--- src/design/ggc_pkg.sv ---
package ggc_pkg;

   localparam int MAX_NODES_DEFAULT  = 256;
   localparam int MAX_COLORS_DEFAULT = 64;

   localparam int NEIGHBOR_W   = 8;
   localparam int INDEX_W      = 8;
   localparam int COLOR_W      = 6;
   localparam int NODE_COUNT_W = 9;

   localparam logic [NODE_COUNT_W-1:0] NODE_COUNT_RESET = 9'd256;

   typedef struct packed {
      logic [COLOR_W-1:0] color;
      logic               overflow;
   } pick_type;

endpackage

--- src/design/greedy_graph_coloring_unit.sv ---
// A request is registered at acceptance, with its color store read, and its
// result, if any, is registered in the response registers when it leaves s1.
// Throughput: one request per cycle while req_stall is low; the color store
// read and the color choice each take one register stage, latest write forwarded.
// Reset (synchronous, active high) clears control state, the color map,
// the current node and sets node_count to 256; no clearing pass is needed.
module greedy_graph_coloring_unit #(
   parameter int MAX_NODES  = ggc_pkg::MAX_NODES_DEFAULT,
   parameter int MAX_COLORS = ggc_pkg::MAX_COLORS_DEFAULT
) (
   input  logic                               clock,
   input  logic                               reset,

   input  logic                               req_valid,
   output logic                               req_stall,
   input  logic [ggc_pkg::NEIGHBOR_W-1:0]     req_neighbor,
   input  logic                               req_neighbor_valid,
   input  logic                               req_last_of_node,

   output logic                               rsp_valid,
   input  logic                               rsp_stall,
   output logic [ggc_pkg::INDEX_W-1:0]        rsp_node_index,
   output logic [ggc_pkg::COLOR_W-1:0]        rsp_node_color,
   output logic                               rsp_color_overflow,

   input  logic                               csr_write_enable,
   input  logic [ggc_pkg::NODE_COUNT_W-1:0]   csr_write_data
);

   localparam int NODE_W = $clog2(MAX_NODES);
   localparam int CMP_W  = (NODE_W > ggc_pkg::INDEX_W ? NODE_W : ggc_pkg::INDEX_W) + 2;

   // nodes below the current one are exactly the colored ones of this graph
   logic [NODE_W-1:0]                 node_ff, node_in;
   logic [MAX_COLORS-1:0]             used_ff, used_in;
   logic [ggc_pkg::NODE_COUNT_W-1:0]  count_ff, count_in;

   logic                              s1_valid_ff, s1_valid_in;
   logic [ggc_pkg::NEIGHBOR_W-1:0]    s1_nb_ff;
   logic                              s1_nbv_ff;
   logic                              s1_last_ff;
   logic                              s1_fwd_ff;
   logic [ggc_pkg::COLOR_W-1:0]       s1_fwd_color_ff;

   logic                              rsp_valid_ff, rsp_valid_in;
   logic [ggc_pkg::INDEX_W-1:0]       rsp_index_ff;
   logic [ggc_pkg::COLOR_W-1:0]       rsp_color_ff;
   logic                              rsp_overflow_ff;

   logic                              accept;
   logic                              s1_adv;
   logic                              s1_fire;
   logic                              wr_en;
   logic [NODE_W-1:0]                 rd_addr;
   logic [CMP_W-1:0]                  nb_wide;
   logic [CMP_W-1:0]                  node_wide;
   logic [CMP_W-1:0]                  node_next;
   logic [CMP_W-1:0]                  eff_count;
   logic                              wrap;
   logic [ggc_pkg::COLOR_W-1:0]       ram_q;
   logic [ggc_pkg::COLOR_W-1:0]       nb_color;
   logic                              hit;
   logic [MAX_COLORS-1:0]             map_now;
   ggc_pkg::pick_type                 pick;

   assign s1_adv    = !rsp_valid_ff || !rsp_stall || !s1_last_ff;
   assign s1_fire   = s1_valid_ff && s1_adv;
   assign req_stall = s1_valid_ff && !s1_adv;
   assign accept    = req_valid && !req_stall;
   assign wr_en     = s1_fire && s1_last_ff;

   assign nb_wide   = CMP_W'(req_neighbor);
   assign rd_addr   = nb_wide[NODE_W-1:0];
   assign node_wide = CMP_W'(node_ff);
   assign node_next = node_wide + CMP_W'(1);

   always_comb begin
      if (count_ff == '0) begin
         eff_count = CMP_W'(1);
      end else if (CMP_W'(count_ff) > CMP_W'(MAX_NODES)) begin
         eff_count = CMP_W'(MAX_NODES);
      end else begin
         eff_count = CMP_W'(count_ff);
      end
   end

   assign wrap = node_next >= eff_count;

   ggc_ram #(
      .WIDTH (ggc_pkg::COLOR_W),
      .DEPTH (MAX_NODES)
   ) u_color_ram (
      .clock   (clock),
      .wr_en   (wr_en),
      .wr_addr (node_ff),
      .wr_data (pick.color),
      .rd_en   (accept),
      .rd_addr (rd_addr),
      .rd_data (ram_q)
   );

   assign nb_color = s1_fwd_ff ? s1_fwd_color_ff : ram_q;
   assign hit      = s1_nbv_ff && (CMP_W'(s1_nb_ff) < node_wide);
   assign map_now  = used_ff | (hit ? (MAX_COLORS'(1) << nb_color) : '0);

   ggc_color_pick #(
      .MAX_COLORS (MAX_COLORS)
   ) u_color_pick (
      .used_map (map_now),
      .pick     (pick)
   );

   always_comb begin
      count_in     = csr_write_enable ? csr_write_data : count_ff;
      s1_valid_in  = accept ? 1'b1 : (s1_fire ? 1'b0 : s1_valid_ff);
      used_in      = used_ff;
      node_in      = node_ff;
      rsp_valid_in = rsp_valid_ff && rsp_stall;
      if (s1_fire) begin
         used_in = s1_last_ff ? '0 : map_now;
      end
      if (wr_en) begin
         node_in      = wrap ? '0 : node_next[NODE_W-1:0];
         rsp_valid_in = 1'b1;
      end
   end

   always_ff @(posedge clock) begin
      if (reset) begin
         node_ff      <= '0;
         used_ff      <= '0;
         count_ff     <= ggc_pkg::NODE_COUNT_RESET;
         s1_valid_ff  <= 1'b0;
         rsp_valid_ff <= 1'b0;
      end else begin
         node_ff      <= node_in;
         used_ff      <= used_in;
         count_ff     <= count_in;
         s1_valid_ff  <= s1_valid_in;
         rsp_valid_ff <= rsp_valid_in;
      end
   end

   always_ff @(posedge clock) begin
      if (accept) begin
         s1_nb_ff        <= req_neighbor;
         s1_nbv_ff       <= req_neighbor_valid;
         s1_last_ff      <= req_last_of_node;
         s1_fwd_ff       <= wr_en && (node_ff == rd_addr);
         s1_fwd_color_ff <= pick.color;
      end
      if (wr_en) begin
         rsp_index_ff    <= node_wide[ggc_pkg::INDEX_W-1:0];
         rsp_color_ff    <= pick.color;
         rsp_overflow_ff <= pick.overflow;
      end
   end

   assign rsp_valid          = rsp_valid_ff;
   assign rsp_node_index     = rsp_index_ff;
   assign rsp_node_color     = rsp_color_ff;
   assign rsp_color_overflow = rsp_overflow_ff;

endmodule

--- src/design/ggc_ram.sv ---
module ggc_ram #(
   parameter int WIDTH = 8,
   parameter int DEPTH = 256
) (
   input  logic                     clock,
   input  logic                     wr_en,
   input  logic [$clog2(DEPTH)-1:0] wr_addr,
   input  logic [WIDTH-1:0]         wr_data,
   input  logic                     rd_en,
   input  logic [$clog2(DEPTH)-1:0] rd_addr,
   output logic [WIDTH-1:0]         rd_data
);

   logic [WIDTH-1:0] mem [DEPTH];

   always_ff @(posedge clock) begin
      if (wr_en) begin
         mem[wr_addr] <= wr_data;
      end
      if (rd_en) begin
         rd_data <= mem[rd_addr];
      end
   end

endmodule

--- src/design/ggc_color_pick.sv ---
module ggc_color_pick #(
   parameter int MAX_COLORS = ggc_pkg::MAX_COLORS_DEFAULT
) (
   input  logic [MAX_COLORS-1:0] used_map,
   output ggc_pkg::pick_type     pick
);

   // lowest clear bit; saturates at the top color when all are set
   always_comb begin
      pick.color    = ggc_pkg::COLOR_W'(MAX_COLORS - 1);
      pick.overflow = 1'b1;
      for (int i = MAX_COLORS - 1; i >= 0; i--) begin
         if (!used_map[i]) begin
            pick.color    = ggc_pkg::COLOR_W'(i);
            pick.overflow = 1'b0;
         end
      end
   end

endmodule

--- config.mk ---
export PLATFORM = sky130hd
export DESIGN_NAME = greedy_graph_coloring_unit
export DESIGN_NICKNAME = d
export VERILOG_FILES = /design/src/design/ggc_pkg.sv /design/src/design/greedy_graph_coloring_unit.sv /design/src/design/ggc_ram.sv /design/src/design/ggc_color_pick.sv
export SDC_FILE = /design/constraint.sdc
export NUM_CORES = 2
export LEC_CHECK = 0
export ABC_AREA = 1
export BUFFER_PORTS_ARGS = -buffer_cell sky130_fd_sc_hd__buf_4
export CAP_MARGIN = 15
export CORE_MARGIN = 4
export CORE_UTILIZATION = 30
export DETAILED_ROUTE_END_ITERATION = 8
export HOLD_SLACK_MARGIN = 0.06
export PLACE_DENSITY_LB_ADDON = 0.12
export RECOVER_POWER = 100
export SLEW_MARGIN = 20
export SYNTH_ARGS = -nofsm -noshare
export SYNTH_HDL_FRONTEND = slang
export SYNTH_SLANG_ARGS = --single-unit
--- constraint.sdc ---
create_clock -name clock -period 39.2 [get_ports clock]
set_clock_uncertainty 0.2 [all_clocks]
set_input_delay 3.92 -clock clock [delete_from_list [all_inputs] [get_ports clock]]
set_output_delay 3.92 -clock clock [all_outputs]
set_load 0.005 [all_outputs]
* Yosys cells after proc, flatten, opt, wreduce, memory -nomap -nowiden *
Memories as Yosys holds them, arrays and structs flattened. A register that Yosys moved wholly into a read port is not among the register bits.
Index checks and enable logic that the tools add are counted.

storage, ports and cells
  bits of input ports = 24
  output and inout bits = 17
  bits in read-only memories = 0
  memories = 1
  bits in writable memories = 1536
  latch bits = 0
  flip-flop bits (word level) = 115

cells by class
  add/sub/neg operators = 1
  reductions and logical operators = 17
  equal/unequal tests = 1
  multiply operators = 0
  magnitude comparators = 3
  multiplexer cells = 75
  bitwise logic cells = 1
  shifts and indexed selects = 1
  divide/modulo/power cells = 0

memory list
  memory           words  bits a word  rd ports  clocked after Yosys merged registers in  wr ports  RTL line       source
  u_color_ram.mem  256    6            1         1                                        1         ggc_ram.sv:14  logic [WIDTH-1:0] mem [DEPTH];

operator list
  operator                                                            number
  7-bit two-way mux                                                   32
  64-bit two-way mux                                                  2
  6-bit two-way mux                                                   17
  64-bit bitwise OR                                                   1
  1-bit by 6-bit left shift with 64-bit output, first input constant  1
  63-bit AND reduction                                                1
  5-bit two-way mux                                                   8
  9-bit two-way mux                                                   2
  4-bit two-way mux                                                   4
  9-bit by 10-bit greater-or-equal comparator with 1-bit output       1
  8-bit by 1-bit adder with 9-bit output, second input constant       1
  9-bit > comparator, second input constant                           1
  9-bit zero test                                                     1
  8-bit == test                                                       1
  8-bit less-than comparator                                          1
  8-bit two-way mux                                                   1
  1-bit logical AND                                                   7
  1-bit two-way mux                                                   6
  3-bit two-way mux                                                   2
  1-bit zero test                                                     5
  1-bit logical OR                                                    2
  2-bit two-way mux                                                   1
  2-bit nonzero test                                                  1

* Depth between registers and ports, before layout *
  word-level depth = 68
  mapped depth = 72

* Cells and area by module *
Synthesis repeated with hierarchy kept, for this count alone.

unflattened totals
  cells, all modules = 6326
  area, all modules = 69780.7 um^2

modules (own cells, without submodules)
  module                      instances  cells an instance  area each (um^2)
  ggc_ram                     1          5386               63211.9
  greedy_graph_coloring_unit  1          779                5896.9
  ggc_color_pick              1          161                671.9

* Worst setup path before layout *
Ideal clock, no wire load.

  path kind = register -> register
  start point = register node_ff[6]
  end point = register rsp_color_ff (netlist bit rsp_node_color[1]) (data pin)
  slack = 23.151 ns
  cell stages (with the launch flop) = 36
  period minus slack after synthesis = 16.049 ns
  required time = 36.709 ns
  buffers on the path = 4
  arrival = 13.558 ns
  path through = dfxtp_1 > clkbuf_1 > inv_1 > ha_1 > nand2_1 > nor2_1 > nor2_1 > o21ai_2 > inv_2 > nand2_2 > nor2_2 > buf_4 > clkbuf_1 > clkbuf_1 > a21oi_1 > nor2_1 > nand2_1 > nand2_1 > nand2_1 > nand2_1 > nand2_1 > nand2_1 > nand2_1 > nand2_1 > nand2_1 > nand2_1 > nand2_1 > nand2_1 > nand2_1 > nand2_1 > nand2_1 > nand2_1 > nand2_1 > nand2_1 > nand2_1 > a21boi_0

RTL lines
  element                 RTL line                           source
  start, declared         greedy_graph_coloring_unit.sv:34   logic [NODE_W-1:0] node_ff, node_in;
  start signal, assigned  greedy_graph_coloring_unit.sv:136  node_ff <= node_in;
  end signal, assigned    greedy_graph_coloring_unit.sv:154  rsp_color_ff <= pick.color;
  end, declared           greedy_graph_coloring_unit.sv:47   logic [ggc_pkg::COLOR_W-1:0] rsp_color_ff;

==> flow_results.org <==
** Run status
- Status :: finished, violations left
- The checks that failed: max-capacitance violations, max-slew violations.

** Worst setup path
- CP max stage cell :: sky130_fd_sc_hd__clkbuf_1
- Required @ worst endpoint :: approximately 39 ns
- FF-to-FF path depth :: 42
- The worst register-to-register path ends at u_color_ram.mem[75][1].
- The startpoint identified for the worst register-to-register timing path is node_ff[6].
- The largest single stage delay on the critical path is 5.81 ns.
- Of all nets on the critical path, the largest fanout is 164.
- Worst EP arrival :: between 15 and 20 ns
- Crit start category :: flip-flop
- Tracing the worst setup path back leads to its startpoint at node_ff[6].
- Following the worst setup path forward leads to its endpoint at u_color_ram.mem[75][1].
- The worst setup path is captured at a flip-flop.
- Among the stages of the critical path, the cell type that occurs most often is sky130_fd_sc_hd__nand2_1.
- Grouping stages by cell kind, the critical path spends the most delay in buffers and inverters.
- Crit. path cell count :: between 40 and 50
- Worst setup path class :: flip-flop to flip-flop
- Reg-to-reg slack, setup :: roughly 21 ns
- Buffers & Inverters on Critical Path :: 5

** CTS
- After clock tree synthesis, the clock-pin slew on the worst setup and hold paths is ~0.060 ns.
- In this run the deepest clock path goes through 3 buffers.
- TritonCTS clock tree :: done
- The number of hold buffers added after CTS was 0.
- The number of setup buffers added after CTS is 0.
- Clock Root Buffer :: sky130_fd_sc_hd__clkbuf_16
- The H-tree was split into 4 levels.
- The clock net in this run drives a total of around 1.7k sinks.
- Resized cells post-CTS :: 0
- Buffers inserted during clock tree synthesis total 184.
- Insertion delay of the later-clocked pin in the worst-skew pair :: 0.83 ns

** Timing
- Number of hold violations in the final report :: 0
- The worst path uses 45.32% of the clock period.
- Achievable Freq :: roughly 0.056 GHz
- Max-slew violation total from the final report :: ~2.3k
- After layout, the minimum clock period comes to 17.77 ns.
- The worst pin sits at a relative slew slack of -497.4%.
- Finish-stage setup viols :: 0
- Setup repair after global routing left no endpoint under its margin.
- Transition time of the tightest slew-check pin :: 8.960 ns
- Setup total negative slack :: 0 ns
- Hold slack final :: approximately 0.28 ns

** Layout
- Area of all sequential standard cells :: 48930 um^2
- Relative to the synthesized area, the layout overhead comes to 12.95%.
- Fraction of final layout cells with drive strength greater than 1 :: 6.251%
- Non-Filler Instances :: 8656
- Commonest cells after routing, fill and taps aside :: sky130_fd_sc_hd__edfxtp_1 (1574), sky130_fd_sc_hd__nor2_1 (1490), sky130_fd_sc_hd__o21ai_0 (1001), sky130_fd_sc_hd__o22ai_1 (459), sky130_fd_sc_hd__nand2_1 (190)
- Cells fill 34.08% of the core in the end.
- Summing all multi-input logic gate instances after layout gives 16210 um^2.
- Fill cells in the final layout number 22.29k.
- Net total in the final layout :: about 5.6k
- The library cell used most frequently in the layout, excluding fill and tap cells, is sky130_fd_sc_hd__edfxtp_1.

** Place
- Buffers placed on the I/O ports in this run total 40.
- At the end of routability-driven placement, the weighted congestion stood at 0.8194.
- DP Wirelength :: 125700 um
- After detailed placement, the design holds a cell count of 8328.

** Floorplan
- Vertical extent of the die :: just under 500 um
- The floorplan has 173 rows.
- Effective utilization at floorplan :: a little under a third
- DIE WIDTH :: 481.0 um
- Core ar. :: 222500 um^2
- The die covers 231400 um^2.
- Number of top-level pins :: 41

** Pwr
- Power spread over the standard cell area amounts to 49.56 nW/um^2.
- Leakage :: roughly 26 nW
- Highest ir drop seen on vdd :: between 0.00004 and 0.00005 V

** Logic synthesis
- For this run, the number of Yosys warnings is 0.
- Portion of the post-synthesis area used by sequential elements :: 72.88%
- In this run, synthesis produced a sequential element count of 1657.
- The cell area that synthesis handed to floorplanning was 67130 um^2.
- Area fraction of the dominant cell type after synthesis :: roughly 70%
- In this run, distinct cell masters in the synthesized netlist total 42.
- After technology mapping, the gate count stands at between 5k and 6k.
- Leading cell types by total area after synthesis :: sky130_fd_sc_hd__edfxtp_1 (70%), sky130_fd_sc_hd__nor2_1 (8.3%), sky130_fd_sc_hd__o21ai_0 (7.5%)
- Mean cell area of the mapped netlist :: roughly 12 um^2
- Post-Synthesis Net Count :: ~5.7k
- Post-synthesis cell type with the largest combined area :: sky130_fd_sc_hd__edfxtp_1

** Run
- The tool flagged a number of max-cap violations equal to 34.

** Global route
- Maximum number of pins on one net before global-route repair :: 180
- Total global-route track usage :: 18.54%
- The initial antenna violation count came to 12.
- Global routing finished with a remaining overflow of 0.
- The via count of the first global-routing pass was between 40k and 50k.
- The first global-routing pass estimated 316600 um of wire.

** Routing
- Routed wire length :: 220000 um
- After detailed routing, the average wire length per cell comes to around 25 um.
- For this run, design rule violations remaining after detail routing come to 0.
- Initial DRC count :: between 4k and 5k
- Top routing layer used :: met4
- Via Count :: 44.60k
- Met3 routed wirelength :: 13300 um
- In the detailed route, the total length drawn on met2 is 101600 um.
- In the final routing, the length of wire on met1 measures 99170 um.
- For this run, the detailed router's first-pass iteration total came to 5.
- The detail route stage leaves a number of antenna-violating nets equal to 0.
- Via density :: roughly 5

** Min path
- Hold Crit Class :: flip-flop to flip-flop
- Counting instances, the worst hold path has a depth of 2.
## area by class of cell
class | instances | area share (%)
sequential | 1657 | 64.53
multi-input combinational | 3433 | 21.37
clock buffer | 235 | 6.407
tap | 2975 | 4.909
timing repair buffer | 118 | 1.051
clock inverter | 91 | 0.9769
inverter | 145 | 0.7492
antenna | 2 | 0.006600
## logic make-up (layout without fill, tap and decap cells)
family	Yosys count	after routing	synth area share, %
buffers and inverters	529	589	3.023
other	0	2	0
AOI/OAI and AO/OA	1599	1599	13.17
DFF	1657	1657	72.88
and+or+nand+nor	1805	1805	10.43
adders and majority gates	20	20	0.3728
xor gates and xnor gates	9	9	0.1174
## state kept, by name, summed over array words and instances, names as in the netlist
signal / count
s1_nb_ff: 8
rsp_color_overflow: 1
rsp_valid: 1
u_color_ram.mem: 1536
u_color_ram.rd_data: 6
s1_last_ff: 1
s1_valid_ff: 1
rsp_node_index: 8
s1_fwd_ff: 1
rsp_node_color: 6
s1_nbv_ff: 1
used_ff: 64
s1_fwd_color_ff: 6
count_ff: 9
node_ff: 8
## layer usage
layer | vias to the layer above | track usage, %
met5 | - | 0
met4 | 0 | 5.219
met3 | 304 | 3.113
met2 | 1333 | 29.45
met1 | 22640 | 26.16
li1 | 20330 | -
## tightest hold or removal path, delay by kind of cell (launching register included)
family / cells / cell delay (ns)
compound gates: 1 / 0.07
buf+inv: 1 / 0.06
flops: 1 / 0.29
## metrics by stage
| step | worst slack (ns) | cell area [um^2] | total power [mW] |
|---|---|---|---|
| after floorplan | 23.15 | 67130 | 2.071 |
| after global routing | 19.41 | 75830 | 3.889 |
| after global placement | 29.86 | 70490 | 2.157 |
| final | 21.43 | 75830 | 3.758 |
| after CTS | 30.65 | 76090 | 3.802 |
| after detailed placement | 29.88 | 70490 | 2.156 |
## cells in the mapped netlist
| cell type | n |
|---|---|
| sky130_fd_sc_hd__o21bai_1 | 1 |
| sky130_fd_sc_hd__inv_8 | 1 |
| sky130_fd_sc_hd__o21a_1 | 2 |
| sky130_fd_sc_hd__a31oi_1 | 3 |
| sky130_fd_sc_hd__xor2_1 | 7 |
| sky130_fd_sc_hd__nand4_1 | 13 |
| sky130_fd_sc_hd__inv_2 | 7 |
| sky130_fd_sc_hd__dfxtp_1 | 83 |
| sky130_fd_sc_hd__inv_1 | 116 |
| sky130_fd_sc_hd__clkinv_1 | 20 |
| sky130_fd_sc_hd__o21ai_4 | 2 |
| sky130_fd_sc_hd__nor2_1 | 1492 |
| sky130_fd_sc_hd__o211ai_1 | 6 |
| sky130_fd_sc_hd__nand3_1 | 19 |
| sky130_fd_sc_hd__nand2_1 | 190 |
| sky130_fd_sc_hd__nand2_2 | 6 |
| sky130_fd_sc_hd__o21ai_0 | 1000 |
| sky130_fd_sc_hd__nand2_4 | 4 |
| sky130_fd_sc_hd__a21oi_2 | 1 |
| sky130_fd_sc_hd__o31ai_1 | 3 |
| sky130_fd_sc_hd__nor4_1 | 10 |
| sky130_fd_sc_hd__nor3_1 | 64 |
| sky130_fd_sc_hd__o22ai_1 | 459 |
| sky130_fd_sc_hd__inv_4 | 1 |
| sky130_fd_sc_hd__a21boi_0 | 3 |
| sky130_fd_sc_hd__ha_1 | 20 |
| sky130_fd_sc_hd__a21o_2 | 1 |
| sky130_fd_sc_hd__a211oi_1 | 2 |
| sky130_fd_sc_hd__edfxtp_1 | 1574 |
| sky130_fd_sc_hd__o21bai_4 | 1 |
| sky130_fd_sc_hd__xnor2_1 | 2 |
| sky130_fd_sc_hd__buf_1 | 5 |
| sky130_fd_sc_hd__nor2_2 | 5 |
| sky130_fd_sc_hd__buf_4 | 1 |
| sky130_fd_sc_hd__or2_2 | 1 |
| sky130_fd_sc_hd__buf_6 | 4 |
| sky130_fd_sc_hd__a21oi_1 | 68 |
| sky130_fd_sc_hd__o21ai_2 | 2 |
| sky130_fd_sc_hd__o32ai_1 | 32 |
| sky130_fd_sc_hd__nand3_2 | 1 |
| sky130_fd_sc_hd__o221ai_1 | 13 |
| sky130_fd_sc_hd__clkbuf_1 | 374 |
## worst min path at each step
stage                            from                end  slack [ns]
after floorplan            node_ff[2]  rsp_node_index[2]        0.21
after global placement    used_ff[61]        used_ff[61]        0.25
after detailed placement  used_ff[61]        used_ff[61]        0.27
after CTS                 used_ff[61]        used_ff[61]        0.28
after global routing      used_ff[61]        used_ff[61]        0.30
final                     used_ff[61]        used_ff[61]        0.28
## power breakdown
part	total [mW]	switching, mW	internal [mW]
sequential	1.92	0.00291	1.91
combinational	0.203	0.150	0.0530
clock	1.64	0.719	0.920
total	3.76	0.872	2.89
No activity file was read; power rests on OpenSTA's default activity.
